[src/hw/rtl/szpd_pkg.sv]
// ----------------------------------------------------------------------------
// szpd_pkg
// Shared constants for the smoothed z-score peak detector: configuration
// register indexes, reset values and peak codes.
// ----------------------------------------------------------------------------
`default_nettype none

package szpd_pkg;

  // configuration port
  localparam int CFG_IDX_W  = 2;
  localparam int CFG_DATA_W = 16;

  localparam logic [CFG_IDX_W-1:0] REG_LAG       = 2'd0;
  localparam logic [CFG_IDX_W-1:0] REG_THRESHOLD = 2'd1;
  localparam logic [CFG_IDX_W-1:0] REG_INFLUENCE = 2'd2;

  // register widths and reset values
  localparam int LAG_W = 6;
  localparam int Q_W   = 16;

  localparam logic [LAG_W-1:0] LAG_RESET  = 6'd30;
  localparam logic [Q_W-1:0]   THR_RESET  = 16'd20480;
  localparam logic [Q_W-1:0]   INFL_RESET = 16'd0;

  // influence of one in Q1.15
  localparam logic [Q_W:0] INFL_ONE = 17'd32768;

  // samples-seen counter saturates here
  localparam int          SEEN_W   = 7;
  localparam logic [SEEN_W-1:0] SEEN_MAX = 7'd127;

  // peak signal codes (2-bit signed)
  localparam logic [1:0] PEAK_NONE = 2'b00;
  localparam logic [1:0] PEAK_POS  = 2'b01;
  localparam logic [1:0] PEAK_NEG  = 2'b11;

endpackage

`default_nettype wire

[src/hw/rtl/szpd_ram.sv]
// ----------------------------------------------------------------------------
// szpd_ram
// Generic simple dual-port RAM: one write port, one read port, registered
// read data.
// ----------------------------------------------------------------------------
`default_nettype none

module szpd_ram #(
  parameter int WIDTH = 16,
  parameter int DEPTH = 64
) (
  input  wire logic                     clk,
  input  wire logic                     we,
  input  wire logic [$clog2(DEPTH)-1:0] waddr,
  input  wire logic [WIDTH-1:0]         wdata,
  input  wire logic                     re,
  input  wire logic [$clog2(DEPTH)-1:0] raddr,
  output      logic [WIDTH-1:0]         rdata
);

  logic [WIDTH-1:0] mem [DEPTH];

  always_ff @(posedge clk) begin
    if (we) begin
      mem[waddr] <= wdata;
    end
    if (re) begin
      rdata <= mem[raddr];
    end
  end

endmodule

`default_nettype wire

[src/hw/rtl/smoothed_zscore_peak_detector_core.sv]
// ----------------------------------------------------------------------------
// smoothed_zscore_peak_detector_core
// Smoothed z-score peak detector: flags samples far from the running window
// mean, blends flagged samples into the filtered window, and recomputes
// window mean and sample deviation with one shared multiplier and a
// bit-serial divider / square-root unit.
// ----------------------------------------------------------------------------
// Throughput: one word at a time; in_stall stays high until the result is
//   loaded. The window walk, the two serial division passes and the square root set the rate.
// Reset: synchronous active-low; clears control, pointers and statistics only.
`default_nettype none

module smoothed_zscore_peak_detector_core #(
  parameter int MAX_WINDOW  = 64,
  parameter int SAMPLE_BITS = 16
) (
  input  wire logic                                 clk,
  input  wire logic                                 rst_n,
  // input words
  input  wire logic                                 in_valid,
  output      logic                                 in_stall,
  input  wire logic signed [SAMPLE_BITS-1:0]        in_sample,
  // result words
  output      logic                                 out_valid,
  input  wire logic                                 out_stall,
  output      logic signed [1:0]                    out_peak_signal,
  output      logic signed [SAMPLE_BITS-1:0]        out_filtered_value,
  output      logic signed [SAMPLE_BITS-1:0]        out_window_mean,
  output      logic [SAMPLE_BITS-1:0]               out_window_std,
  output      logic                                 out_warming_up,
  // configuration writes
  input  wire logic                                 cfg_valid,
  output      logic                                 cfg_ready,
  input  wire logic [szpd_pkg::CFG_IDX_W-1:0]       cfg_index,
  input  wire logic [szpd_pkg::CFG_DATA_W-1:0]      cfg_data
);

  // widths
  localparam int SB   = SAMPLE_BITS;
  localparam int NW   = $clog2(MAX_WINDOW);
  localparam int NCW  = NW + 1;
  localparam int SUMW = SB + NW + 1;
  localparam int SQSW = 2 * SB + NW;
  localparam int NSQW = SQSW + NCW;
  localparam int DW   = NSQW;
  localparam int SQW  = DW + (DW % 2);
  localparam int RW   = SQW / 2;
  localparam int SRW  = RW + 3;
  localparam int DENW = 2 * NCW;
  localparam int PW   = (SUMW + 1 > 18) ? SUMW + 1 : 18;
  localparam int MW   = 2 * PW;
  localparam int CW   = $clog2(SQW + 1);
  localparam int LXW  = (NCW > 6) ? NCW : 6;
  localparam int CMPW = MW + 13;
  localparam int SEW  = szpd_pkg::SEEN_W;

  localparam logic signed [MW-1:0] SMP_HI = MW'((longint'(1) <<< (SB - 1)) - longint'(1));
  localparam logic signed [MW-1:0] SMP_LO = -SMP_HI - MW'(1);
  localparam logic [RW:0]          STD_MAX = (RW + 1)'({SB{1'b1}});

  // sequencer states
  localparam logic [4:0] ST_IDLE   = 5'd0;
  localparam logic [4:0] ST_TEST   = 5'd1;
  localparam logic [4:0] ST_CMP    = 5'd2;
  localparam logic [4:0] ST_BL1    = 5'd3;
  localparam logic [4:0] ST_BL2    = 5'd4;
  localparam logic [4:0] ST_BL3    = 5'd5;
  localparam logic [4:0] ST_WRITE  = 5'd6;
  localparam logic [4:0] ST_ACC    = 5'd7;
  localparam logic [4:0] ST_NMUL   = 5'd8;
  localparam logic [4:0] ST_DEN    = 5'd9;
  localparam logic [4:0] ST_SQ     = 5'd10;
  localparam logic [4:0] ST_SPREAD = 5'd11;
  localparam logic [4:0] ST_DIVV   = 5'd12;
  localparam logic [4:0] ST_SQRT   = 5'd13;
  localparam logic [4:0] ST_RND    = 5'd14;
  localparam logic [4:0] ST_DIVM   = 5'd15;
  localparam logic [4:0] ST_DONE   = 5'd16;

  function automatic logic signed [SB-1:0] sat_smp(input logic signed [MW-1:0] v);
    logic signed [SB-1:0] r;
    if (v > SMP_HI) begin
      r = SB'(SMP_HI);
    end else if (v < SMP_LO) begin
      r = SB'(SMP_LO);
    end else begin
      r = SB'(v);
    end
    return r;
  endfunction

  // registers
  logic [4:0]                      state_r, state_nxt;
  logic [szpd_pkg::LAG_W-1:0]      lag_r, lag_nxt;
  logic [szpd_pkg::Q_W-1:0]        thr_r, thr_nxt;
  logic [szpd_pkg::Q_W-1:0]        infl_r, infl_nxt;
  logic [NW-1:0]                   wp_r, wp_nxt;
  logic [SEW-1:0]                  seen_r, seen_nxt;
  logic signed [SB-1:0]            prev_f_r, prev_f_nxt;
  logic signed [SB-1:0]            prev_mean_r, prev_mean_nxt;
  logic [SB-1:0]                   prev_std_r, prev_std_nxt;
  logic signed [SB-1:0]            y_r, y_nxt;
  logic signed [SB-1:0]            f_r, f_nxt;
  logic [1:0]                      sig_r, sig_nxt;
  logic                            warm_path_r, warm_path_nxt;
  logic                            warm_out_r, warm_out_nxt;
  logic [NCW-1:0]                  n_r, n_nxt;
  logic [NCW-1:0]                  issue_r, issue_nxt;
  logic [NW-1:0]                   rd_addr_r, rd_addr_nxt;
  logic                            rd_v_r, rd_v_nxt;
  logic                            sq_v_r, sq_v_nxt;
  logic signed [SUMW-1:0]          sum_r, sum_nxt;
  logic [SQSW-1:0]                 sumsq_r, sumsq_nxt;
  logic [NSQW-1:0]                 nsq_r, nsq_nxt;
  logic [NSQW-1:0]                 mcand_r, mcand_nxt;
  logic [CW-1:0]                   k_r, k_nxt;
  logic [DENW-1:0]                 den_r, den_nxt;
  logic [DW-1:0]                   quo_r, quo_nxt;
  logic [DENW:0]                   rem_r, rem_nxt;
  logic [SQW-1:0]                  rad_r, rad_nxt;
  logic [RW-1:0]                   root_r, root_nxt;
  logic [SRW-1:0]                  srem_r, srem_nxt;
  logic                            mneg_r, mneg_nxt;
  logic signed [SB-1:0]            mean_r, mean_nxt;
  logic [SB-1:0]                   std_r, std_nxt;
  logic signed [MW-1:0]            acc_r, acc_nxt;
  logic signed [MW-1:0]            prod_r, prod_nxt;
  logic                            out_valid_r, out_valid_nxt;
  logic [1:0]                      o_sig_r, o_sig_nxt;
  logic signed [SB-1:0]            o_f_r, o_f_nxt;
  logic signed [SB-1:0]            o_mean_r, o_mean_nxt;
  logic [SB-1:0]                   o_std_r, o_std_nxt;
  logic                            o_warm_r, o_warm_nxt;

  // combinational helpers
  logic signed [PW-1:0]            mul_a, mul_b;
  logic [LXW-1:0]                  lag_x, lag_eff;
  logic [szpd_pkg::Q_W:0]          infl_eff;
  logic                            in_acc;
  logic                            ram_we, ram_re;
  logic [SB-1:0]                   ram_rdata;
  logic signed [SB:0]              diff;
  logic [SB:0]                     adiff;
  logic [CMPW-1:0]                 cmp_lhs, cmp_rhs;
  logic [DENW:0]                   div_sh;
  logic                            div_bit;
  logic [SRW-1:0]                  sq_sh, sq_trial;
  logic [RW:0]                     root_rnd;
  logic signed [SUMW+1:0]          mean_a;
  logic [DENW-1:0]                 den2;
  logic signed [MW-1:0]            mean_v;
  logic [SEW-1:0]                  seen_inc;

  // effective configuration
  always_comb begin
    lag_x = LXW'(lag_r);
    if (lag_x < LXW'(2)) begin
      lag_eff = LXW'(2);
    end else if (lag_x > LXW'(MAX_WINDOW - 1)) begin
      lag_eff = LXW'(MAX_WINDOW - 1);
    end else begin
      lag_eff = lag_x;
    end
    infl_eff = (17'(infl_r) > szpd_pkg::INFL_ONE) ? szpd_pkg::INFL_ONE : 17'(infl_r);
  end

  assign in_acc    = in_valid && !in_stall;
  assign in_stall  = (state_r != ST_IDLE);
  assign cfg_ready = 1'b1;

  // window memory
  assign ram_we = (state_r == ST_WRITE);
  assign ram_re = (state_r == ST_ACC) && (issue_r < n_r);

  szpd_ram #(
    .WIDTH (SB),
    .DEPTH (MAX_WINDOW)
  ) u_window (
    .clk   (clk),
    .we    (ram_we),
    .waddr (wp_r),
    .wdata (f_r),
    .re    (ram_re),
    .raddr (rd_addr_r),
    .rdata (ram_rdata)
  );

  // shared multiplier operand select
  always_comb begin
    mul_a = '0;
    mul_b = '0;
    unique case (state_r)
      ST_TEST: begin
        mul_a = PW'(thr_r);
        mul_b = PW'(prev_std_r);
      end
      ST_BL1: begin
        mul_a = PW'(infl_eff);
        mul_b = PW'(y_r);
      end
      ST_BL2: begin
        mul_a = PW'(szpd_pkg::INFL_ONE - infl_eff);
        mul_b = PW'(prev_f_r);
      end
      ST_ACC: begin
        mul_a = PW'(signed'(ram_rdata));
        mul_b = PW'(signed'(ram_rdata));
      end
      ST_DEN: begin
        mul_a = PW'(n_r);
        mul_b = PW'(n_r - NCW'(1));
      end
      ST_SQ: begin
        mul_a = PW'(sum_r);
        mul_b = PW'(sum_r);
      end
      default: begin
        mul_a = '0;
        mul_b = '0;
      end
    endcase
  end

  assign prod_nxt = mul_a * mul_b;

  // datapath helpers
  always_comb begin
    diff     = (SB + 1)'(y_r) - (SB + 1)'(prev_mean_r);
    adiff    = diff[SB] ? unsigned'(-diff) : unsigned'(diff);
    cmp_lhs  = CMPW'(adiff) << 12;
    cmp_rhs  = CMPW'(unsigned'(prod_r));
    div_sh   = {rem_r[DENW-1:0], quo_r[DW-1]};
    div_bit  = (div_sh >= {1'b0, den_r});
    sq_sh    = {srem_r[SRW-3:0], rad_r[SQW-1:SQW-2]};
    sq_trial = SRW'({root_r, 2'b01});
    root_rnd = (RW + 1)'(root_r) + (((srem_r > SRW'(root_r))) ? (RW + 1)'(1) : '0);
    mean_a   = signed'({sum_r[SUMW-1], sum_r, 1'b0}) + signed'((SUMW + 2)'(n_r));
    den2     = DENW'({n_r, 1'b0});
    seen_inc = seen_r + SEW'(1);
  end

  // sequencer
  always_comb begin
    state_nxt     = state_r;
    lag_nxt       = lag_r;
    thr_nxt       = thr_r;
    infl_nxt      = infl_r;
    wp_nxt        = wp_r;
    seen_nxt      = seen_r;
    prev_f_nxt    = prev_f_r;
    prev_mean_nxt = prev_mean_r;
    prev_std_nxt  = prev_std_r;
    y_nxt         = y_r;
    f_nxt         = f_r;
    sig_nxt       = sig_r;
    warm_path_nxt = warm_path_r;
    warm_out_nxt  = warm_out_r;
    n_nxt         = n_r;
    issue_nxt     = issue_r;
    rd_addr_nxt   = rd_addr_r;
    rd_v_nxt      = 1'b0;
    sq_v_nxt      = 1'b0;
    sum_nxt       = sum_r;
    sumsq_nxt     = sumsq_r;
    nsq_nxt       = nsq_r;
    mcand_nxt     = mcand_r;
    k_nxt         = k_r;
    den_nxt       = den_r;
    quo_nxt       = quo_r;
    rem_nxt       = rem_r;
    rad_nxt       = rad_r;
    root_nxt      = root_r;
    srem_nxt      = srem_r;
    mneg_nxt      = mneg_r;
    mean_nxt      = mean_r;
    std_nxt       = std_r;
    acc_nxt       = acc_r;
    mean_v        = '0;
    out_valid_nxt = out_valid_r && out_stall;
    o_sig_nxt     = o_sig_r;
    o_f_nxt       = o_f_r;
    o_mean_nxt    = o_mean_r;
    o_std_nxt     = o_std_r;
    o_warm_nxt    = o_warm_r;

    // configuration writes
    if (cfg_valid && cfg_ready) begin
      unique case (cfg_index)
        szpd_pkg::REG_LAG:       lag_nxt  = cfg_data[szpd_pkg::LAG_W-1:0];
        szpd_pkg::REG_THRESHOLD: thr_nxt  = cfg_data;
        szpd_pkg::REG_INFLUENCE: infl_nxt = cfg_data;
        default: ;
      endcase
    end

    unique case (state_r)
      ST_IDLE: begin
        if (in_acc) begin
          y_nxt         = in_sample;
          sig_nxt       = szpd_pkg::PEAK_NONE;
          warm_path_nxt = (LXW + 1)'(seen_r) < (LXW + 1)'(lag_eff);
          if ((LXW + 1)'(seen_r) < (LXW + 1)'(lag_eff)) begin
            f_nxt     = in_sample;
            state_nxt = ST_WRITE;
          end else begin
            state_nxt = ST_TEST;
          end
        end
      end
      // threshold * previous deviation
      ST_TEST: state_nxt = ST_CMP;
      ST_CMP: begin
        if (cmp_lhs > cmp_rhs) begin
          sig_nxt   = (diff > 0) ? szpd_pkg::PEAK_POS : szpd_pkg::PEAK_NEG;
          state_nxt = ST_BL1;
        end else begin
          f_nxt     = y_r;
          state_nxt = ST_WRITE;
        end
      end
      // blend: infl*y + (1-infl)*prev, rounded
      ST_BL1: state_nxt = ST_BL2;
      ST_BL2: begin
        acc_nxt   = prod_r + MW'(16384);
        state_nxt = ST_BL3;
      end
      ST_BL3: begin
        f_nxt     = sat_smp((acc_r + prod_r) >>> 15);
        state_nxt = ST_WRITE;
      end
      // store filtered value, decide on statistics
      ST_WRITE: begin
        prev_f_nxt  = f_r;
        wp_nxt      = (wp_r == NW'(MAX_WINDOW - 1)) ? '0 : wp_r + NW'(1);
        rd_addr_nxt = wp_r;
        issue_nxt   = '0;
        sum_nxt     = '0;
        sumsq_nxt   = '0;
        if (seen_r < szpd_pkg::SEEN_MAX) begin
          seen_nxt = seen_inc;
        end
        if (warm_path_r) begin
          warm_out_nxt = (LXW + 1)'(seen_inc) < (LXW + 1)'(lag_eff);
          n_nxt        = NCW'(lag_eff);
          if ((LXW + 1)'(seen_inc) < (LXW + 1)'(lag_eff)) begin
            mean_nxt  = '0;
            std_nxt   = '0;
            state_nxt = ST_DONE;
          end else begin
            state_nxt = ST_ACC;
          end
        end else begin
          warm_out_nxt = 1'b0;
          n_nxt        = NCW'(lag_eff + LXW'(1));
          state_nxt    = ST_ACC;
        end
      end
      // walk the window newest first: read, square, accumulate
      ST_ACC: begin
        if (issue_r < n_r) begin
          rd_v_nxt    = 1'b1;
          issue_nxt   = issue_r + NCW'(1);
          rd_addr_nxt = (rd_addr_r == '0) ? NW'(MAX_WINDOW - 1) : rd_addr_r - NW'(1);
        end
        sq_v_nxt = rd_v_r;
        if (rd_v_r) begin
          sum_nxt = sum_r + SUMW'(signed'(ram_rdata));
        end
        if (sq_v_r) begin
          sumsq_nxt = sumsq_r + prod_r[SQSW-1:0];
        end
        if ((issue_r == n_r) && !rd_v_r && !sq_v_r) begin
          nsq_nxt   = '0;
          mcand_nxt = NSQW'(sumsq_r);
          quo_nxt   = DW'(n_r);
          k_nxt     = '0;
          state_nxt = ST_NMUL;
        end
      end
      // n * sumsq by shift and add
      ST_NMUL: begin
        if (quo_r[0]) begin
          nsq_nxt = nsq_r + mcand_r;
        end
        mcand_nxt = mcand_r << 1;
        quo_nxt   = quo_r >> 1;
        k_nxt     = k_r + CW'(1);
        if (k_r == CW'(NCW - 1)) begin
          state_nxt = ST_DEN;
        end
      end
      ST_DEN: state_nxt = ST_SQ;
      ST_SQ: begin
        den_nxt   = prod_r[DENW-1:0];
        state_nxt = ST_SPREAD;
      end
      ST_SPREAD: begin
        quo_nxt   = nsq_r - prod_r[NSQW-1:0];
        rem_nxt   = '0;
        k_nxt     = '0;
        state_nxt = ST_DIVV;
      end
      // restoring division, one quotient bit per cycle
      ST_DIVV, ST_DIVM: begin
        rem_nxt = div_bit ? (div_sh - {1'b0, den_r}) : div_sh;
        quo_nxt = {quo_r[DW-2:0], div_bit};
        k_nxt   = k_r + CW'(1);
        if (k_r == CW'(DW - 1)) begin
          k_nxt = '0;
          if (state_r == ST_DIVV) begin
            rad_nxt   = SQW'({quo_r[DW-2:0], div_bit});
            root_nxt  = '0;
            srem_nxt  = '0;
            state_nxt = ST_SQRT;
          end else begin
            mean_v        = signed'(MW'({quo_r[DW-2:0], div_bit}));
            mean_v        = mneg_r ? -mean_v : mean_v;
            mean_nxt      = sat_smp(mean_v);
            prev_mean_nxt = sat_smp(mean_v);
            prev_std_nxt  = std_r;
            state_nxt     = ST_DONE;
          end
        end
      end
      // square root, one result bit per cycle
      ST_SQRT: begin
        rad_nxt = rad_r << 2;
        if (sq_sh >= sq_trial) begin
          srem_nxt = sq_sh - sq_trial;
          root_nxt = {root_r[RW-2:0], 1'b1};
        end else begin
          srem_nxt = sq_sh;
          root_nxt = {root_r[RW-2:0], 1'b0};
        end
        k_nxt = k_r + CW'(1);
        if (k_r == CW'(RW - 1)) begin
          state_nxt = ST_RND;
        end
      end
      // round the root, set up the mean division
      ST_RND: begin
        std_nxt  = (root_rnd > STD_MAX) ? SB'(STD_MAX) : SB'(root_rnd);
        mneg_nxt = mean_a[SUMW+1];
        den_nxt  = den2;
        rem_nxt  = '0;
        k_nxt    = '0;
        if (mean_a[SUMW+1]) begin
          quo_nxt = DW'(unsigned'(-mean_a)) + DW'(den2) - DW'(1);
        end else begin
          quo_nxt = DW'(unsigned'(mean_a));
        end
        state_nxt = ST_DIVM;
      end
      // load the result word
      ST_DONE: begin
        if (!out_valid_r || !out_stall) begin
          out_valid_nxt = 1'b1;
          o_sig_nxt     = sig_r;
          o_f_nxt       = f_r;
          o_mean_nxt    = mean_r;
          o_std_nxt     = std_r;
          o_warm_nxt    = warm_out_r;
          state_nxt     = ST_IDLE;
        end
      end
      default: state_nxt = ST_IDLE;
    endcase
  end

  // control registers
  always_ff @(posedge clk) begin
    if (!rst_n) begin
      state_r     <= ST_IDLE;
      lag_r       <= szpd_pkg::LAG_RESET;
      thr_r       <= szpd_pkg::THR_RESET;
      infl_r      <= szpd_pkg::INFL_RESET;
      wp_r        <= '0;
      seen_r      <= '0;
      prev_f_r    <= '0;
      prev_mean_r <= '0;
      prev_std_r  <= '0;
      rd_v_r      <= 1'b0;
      sq_v_r      <= 1'b0;
      out_valid_r <= 1'b0;
    end else begin
      state_r     <= state_nxt;
      lag_r       <= lag_nxt;
      thr_r       <= thr_nxt;
      infl_r      <= infl_nxt;
      wp_r        <= wp_nxt;
      seen_r      <= seen_nxt;
      prev_f_r    <= prev_f_nxt;
      prev_mean_r <= prev_mean_nxt;
      prev_std_r  <= prev_std_nxt;
      rd_v_r      <= rd_v_nxt;
      sq_v_r      <= sq_v_nxt;
      out_valid_r <= out_valid_nxt;
    end
  end

  // payload registers
  always_ff @(posedge clk) begin
    y_r         <= y_nxt;
    f_r         <= f_nxt;
    sig_r       <= sig_nxt;
    warm_path_r <= warm_path_nxt;
    warm_out_r  <= warm_out_nxt;
    n_r         <= n_nxt;
    issue_r     <= issue_nxt;
    rd_addr_r   <= rd_addr_nxt;
    sum_r       <= sum_nxt;
    sumsq_r     <= sumsq_nxt;
    nsq_r       <= nsq_nxt;
    mcand_r     <= mcand_nxt;
    k_r         <= k_nxt;
    den_r       <= den_nxt;
    quo_r       <= quo_nxt;
    rem_r       <= rem_nxt;
    rad_r       <= rad_nxt;
    root_r      <= root_nxt;
    srem_r      <= srem_nxt;
    mneg_r      <= mneg_nxt;
    mean_r      <= mean_nxt;
    std_r       <= std_nxt;
    acc_r       <= acc_nxt;
    prod_r      <= prod_nxt;
    o_sig_r     <= o_sig_nxt;
    o_f_r       <= o_f_nxt;
    o_mean_r    <= o_mean_nxt;
    o_std_r     <= o_std_nxt;
    o_warm_r    <= o_warm_nxt;
  end

  // outputs
  assign out_valid          = out_valid_r;
  assign out_peak_signal    = signed'(o_sig_r);
  assign out_filtered_value = o_f_r;
  assign out_window_mean    = o_mean_r;
  assign out_window_std     = o_std_r;
  assign out_warming_up     = o_warm_r;

  // checks
  a_busy_after_accept: assert property (@(posedge clk) disable iff (!rst_n)
    in_valid && !in_stall |=> in_stall)
    else $error("block not busy after accepting a word");

  a_issue_bound: assert property (@(posedge clk) disable iff (!rst_n)
    state_r == ST_ACC |-> issue_r <= n_r)
    else $error("window read count ran past window length");

  a_warm_no_peak: assert property (@(posedge clk) disable iff (!rst_n)
    out_valid && out_warming_up |-> out_peak_signal == signed'(szpd_pkg::PEAK_NONE))
    else $error("peak flagged during warm-up");

  a_done_loads: assert property (@(posedge clk) disable iff (!rst_n)
    state_r == ST_DONE && (!out_valid_r || !out_stall) |=> out_valid_r && state_r == ST_IDLE)
    else $error("result word not loaded");

endmodule

`default_nettype wire

[config.mk]
export PLATFORM = sky130hd
export DESIGN_NAME = smoothed_zscore_peak_detector_core
export DESIGN_NICKNAME = d
export VERILOG_FILES = /design/src/hw/rtl/szpd_pkg.sv /design/src/hw/rtl/szpd_ram.sv /design/src/hw/rtl/smoothed_zscore_peak_detector_core.sv
export SDC_FILE = /design/constraint.sdc
export NUM_CORES = 2
export LEC_CHECK = 0
export BUFFER_PORTS_ARGS = -buffer_cell sky130_fd_sc_hd__buf_2
export CAP_MARGIN = 25
export CORE_ASPECT_RATIO = 1.1
export CORE_MARGIN = 2
export CORE_UTILIZATION = 30
export CTS_CLUSTER_SIZE = 40
export DETAILED_ROUTE_END_ITERATION = 6
export PLACE_DENSITY = 0.49
export SLEW_MARGIN = 40
export SYNTH_ARGS = -nofsm -noshare
export SYNTH_HDL_FRONTEND = slang
export SYNTH_SLANG_ARGS = --single-unit
[constraint.sdc]
create_clock -name clk -period 9.5 [get_ports clk]
set_input_delay 1.425 -clock clk [delete_from_list [all_inputs] [get_ports clk]]
set_output_delay 1.425 -clock clk [all_outputs]
set_load 0.02 [all_outputs]
==> metrics <==
CTS root buf clkbuf_16; Slowest-stage cell, CP fa_1; CTS buffer count 195; largest net degree at the start of global routing 119; Worst slew margin 32.25%; worst hold path class reg -> reg; drt first-iter violations 6055; capturing point of the worst reg2reg path prod_r[45]; Final WS setup -0.2282 ns; die area 0.3522 mm2; Top cell by count, worst path fa_1; Initial Util 30.06%; first-pass GRT wire length 498.8 mm; WHS 0.3989 ns; Tightest Pin Transition 0.9906 ns; outcome finished with violations; critical path class reg -> reg; VDD IR max 0.2363 mV; Psw 7.981 mW; vias in the first global route 72650; hold_buf cts 0; Clock power frac 31.1%; RSZ-0062 raised after global routing yes; hold path start mean_r[14]; most common cell after layout, fill and taps aside edfxtp_1; Seq/Total Area, Yosys 47.72%; H-tree depth 4; final wirelength 341.5 mm; yosys synthesis warning count 0; total global routing overflow 0; Seq cells post-synth 1708; Setup Skew 0.08621 ns; final worst path period share 102.4%; Netlist cell types 101; Placed Cells 13600; later-pin clock latency in the skew report 0.90 ns; Worst EP required 10.26 ns; pre-CTS WS -0.4926 ns; CTS tree done; Max Cap Viol 0; Syn Nets 9823; failing checks setup timing; highest net fanout along the worst path 4; Sw Share 33.48%; core area 0.3468 mm2; reg2reg start infl_r[0]; Final Non-Filler Cells 14000; Power Density 196.6 mW/mm2; R2R depth 38; GP Congestion 0.9483; Worst path max stage delay 0.56 ns; worst endpoint data arrival time 10.49 ns; Site Rows 227; Die Span Y 622.2 um; HPWL Detailed 255.3 mm; Setup crit start kind register; Post-synth ARST share 0%; Fin Setup TNS -0.8749 ns; post-layout minimum cycle time 9.728 ns; hold endpoint out_window_mean[14]; I/O Pins 93; commonest non-fill, non-tap cells in the layout edfxtp_1, nand2_1, inv_1; Critical Path End Type register; Post-Syn Area 0.1042 mm2; LEAKAGE 46.37 nW; clk sinks 1708; average size of a mapped cell 11.96 um2; WL/cell 24.40 um; Filler cells 34040; final hold vios 0; Syn-to-layout area delta 16.31%; PortBufs 91; via count 71090; Via density 5.079; post-synthesis cell count 8714; TritonRoute pass-1 iters 7; share of cells above drive strength 1 16.18%; Pint 15.86 mW; DR DRC count 0; Top FF cell, synth edfxtp_1; initial antenna violation count 20; endpoints failing setup 5; Crit path max-delay family adder cells; max frequency 102.8 MHz; WHS Path Cells 0; Pins Over Slew Limit 0; R2R Setup Slk -0.23 ns; Buf/Inv on CP 10; Clock Path Buffers 4; Die W 566.0 um; overall routing resource usage 19.04%; Sequential Power Share 40.8%; number of enable flip-flop cells after synthesis 1553; Nets 10360; ANT nets after route 0; combinational share of power 28.0%; Worst-path clk slew 0.06 ns
==> what timing repair did <==
| action | 4_1_cts | 5_1_grt |
|---|---|---|
| endpoints found under the setup margin | 14 | 16 |
| gates cloned | 0 | 0 |
| pin swaps | 50 | 90 |
| gates resized for setup | 89 | 71 |
| buffers inserted | 18 | 5 |
==> flip-flops by register name, summed over array words and instances (netlist names), 16 cells and up <==
name,count
acc_r,48
f_r,16
infl_r,16
mcand_r,45
mean_r,16
nsq_r,45
out_filtered_value,16
out_window_mean,16
out_window_std,16
prev_f_r,16
prev_mean_r,16
prev_std_r,16
prod_r,48
quo_r,45
rad_r,46
root_r,23
srem_r,26
std_r,16
sum_r,23
sumsq_r,38
thr_r,16
u_window.mem,1024
u_window.rdata,16
y_r,16
==> worst reg2reg max path, delay by kind of cell, from the launching register on <==
family	cells	cell delay, ns
adder cells (fa/ha/maj)	8	3.97
AND/OR/NAND/NOR	9	2.14
AO/OA/AOI/OAI	10	2.00
buffers and inverters	10	1.09
flip-flops	1	0.32
XOR/XNOR	1	0.13
==> Yosys cell counts, types with 40 or more instances <==
cell type / count / share of area [%]
nor3_1: 110 / 0.53
a211oi_1: 40 / 0.29
nand2b_1: 68 / 0.41
a21oi_1: 418 / 2.0
dfxtp_1: 155 / 3.0
nand4_1: 71 / 0.43
mux4_2: 324 / 7.0
nor2b_1: 66 / 0.40
xor2_1: 157 / 1.3
a21o_1: 169 / 1.2
xnor2_1: 276 / 2.3
ha_1: 471 / 5.7
nor2_1: 696 / 2.5
inv_1: 939 / 3.4
and3_1: 55 / 0.33
clkbuf_1: 291 / 1.0
o21ai_0: 227 / 1.1
a31oi_1: 47 / 0.28
o21a_1: 51 / 0.37
mux2i_1: 40 / 0.38
nand3_1: 141 / 0.68
edfxtp_1: 1553 / 45
buf_1: 49 / 0.18
nand2_1: 1025 / 3.7
fa_1: 599 / 12
==> cell type report <==
type	count	area [um2]	share of cell area [%]
Multi-Input combinational cell	5715	50510	41.66
Sequential cell	1708	49740	41.03
Tap cell	4580	5731	4.727
Timing Repair Buffer	686	5497	4.534
Clock buffer	248	5255	4.334
Inverter	941	3533	2.914
Clock inverter	109	949.7	0.7833
Antenna cell	8	20.02	0.01651
==> power by group through the flow <==
stage	sequential (mW)	clock [mW]	combinational (mW)
3_5_place_dp	9.89	0	6.52
6_report	9.73	7.42	6.68
5_1_grt	9.75	7.87	7.22
3_3_place_gp	9.89	0	6.40
2_1_floorplan	10.0	0	3.57
4_1_cts	9.74	7.62	6.60
==> worst max-delay path by stage <==
| stage | end | from | cells after the start | slack [ns] |
|---|---|---|---|---|
| 2_1_floorplan | prod_r[46] | infl_r[0] | 38 | 0.01 |
| 3_3_place_gp | prod_r[46] | infl_r[0] | 38 | -0.47 |
| 3_5_place_dp | prod_r[47] | infl_r[0] | 40 | -0.49 |
| 4_1_cts | prod_r[46] | infl_r[2] | 40 | -0.09 |
| 5_1_grt | prod_r[45] | infl_r[0] | 38 | -0.49 |
| 6_report | prod_r[45] | infl_r[0] | 38 | -0.23 |
==> cell families (layout without fill, tap and decap cells) <==
logic type               Yosys count  in the layout  share of synthesized area [%]
buffers and inverters           1291           1984                          4.675
multiplexers                     377            377                          7.525
flip-flops                      1708           1708                          47.72
adder cells (fa/ha/maj)         1070           1070                          17.16
XOR/XNOR                         433            433                          3.638
other                              1              9                       0.003598
AND/OR/NAND/NOR                 2454           2454                          10.52
AO/OA/AOI/OAI                   1380           1380                          8.760
==> per-stage QoR <==
stage | cell area, um2 | power, mW | utilization (%)
after floorplan | 104300 | 13.57 | -
after global placement | 113900 | 16.29 | 32.84
after detailed placement | 114000 | 16.41 | 32.88
after CTS | 120700 | 23.96 | 34.80
after global routing | 121200 | 24.84 | 34.96
final | 121200 | 23.84 | 34.96
==> routing by layer <==
| metal | GRT usage [%] | routed length, um | up-vias |
|---|---|---|---|
| met4 | 8.526 | 17840 | 10 |
| met2 | 32.09 | 164900 | 1939 |
| met3 | 2.112 | 15220 | 597 |
| met1 | 24.63 | 143400 | 36400 |
| met5 | 0 | 69 | - |
| li1 | - | - | 32140 |
Note: power is estimated with default switching activity, not from simulation.
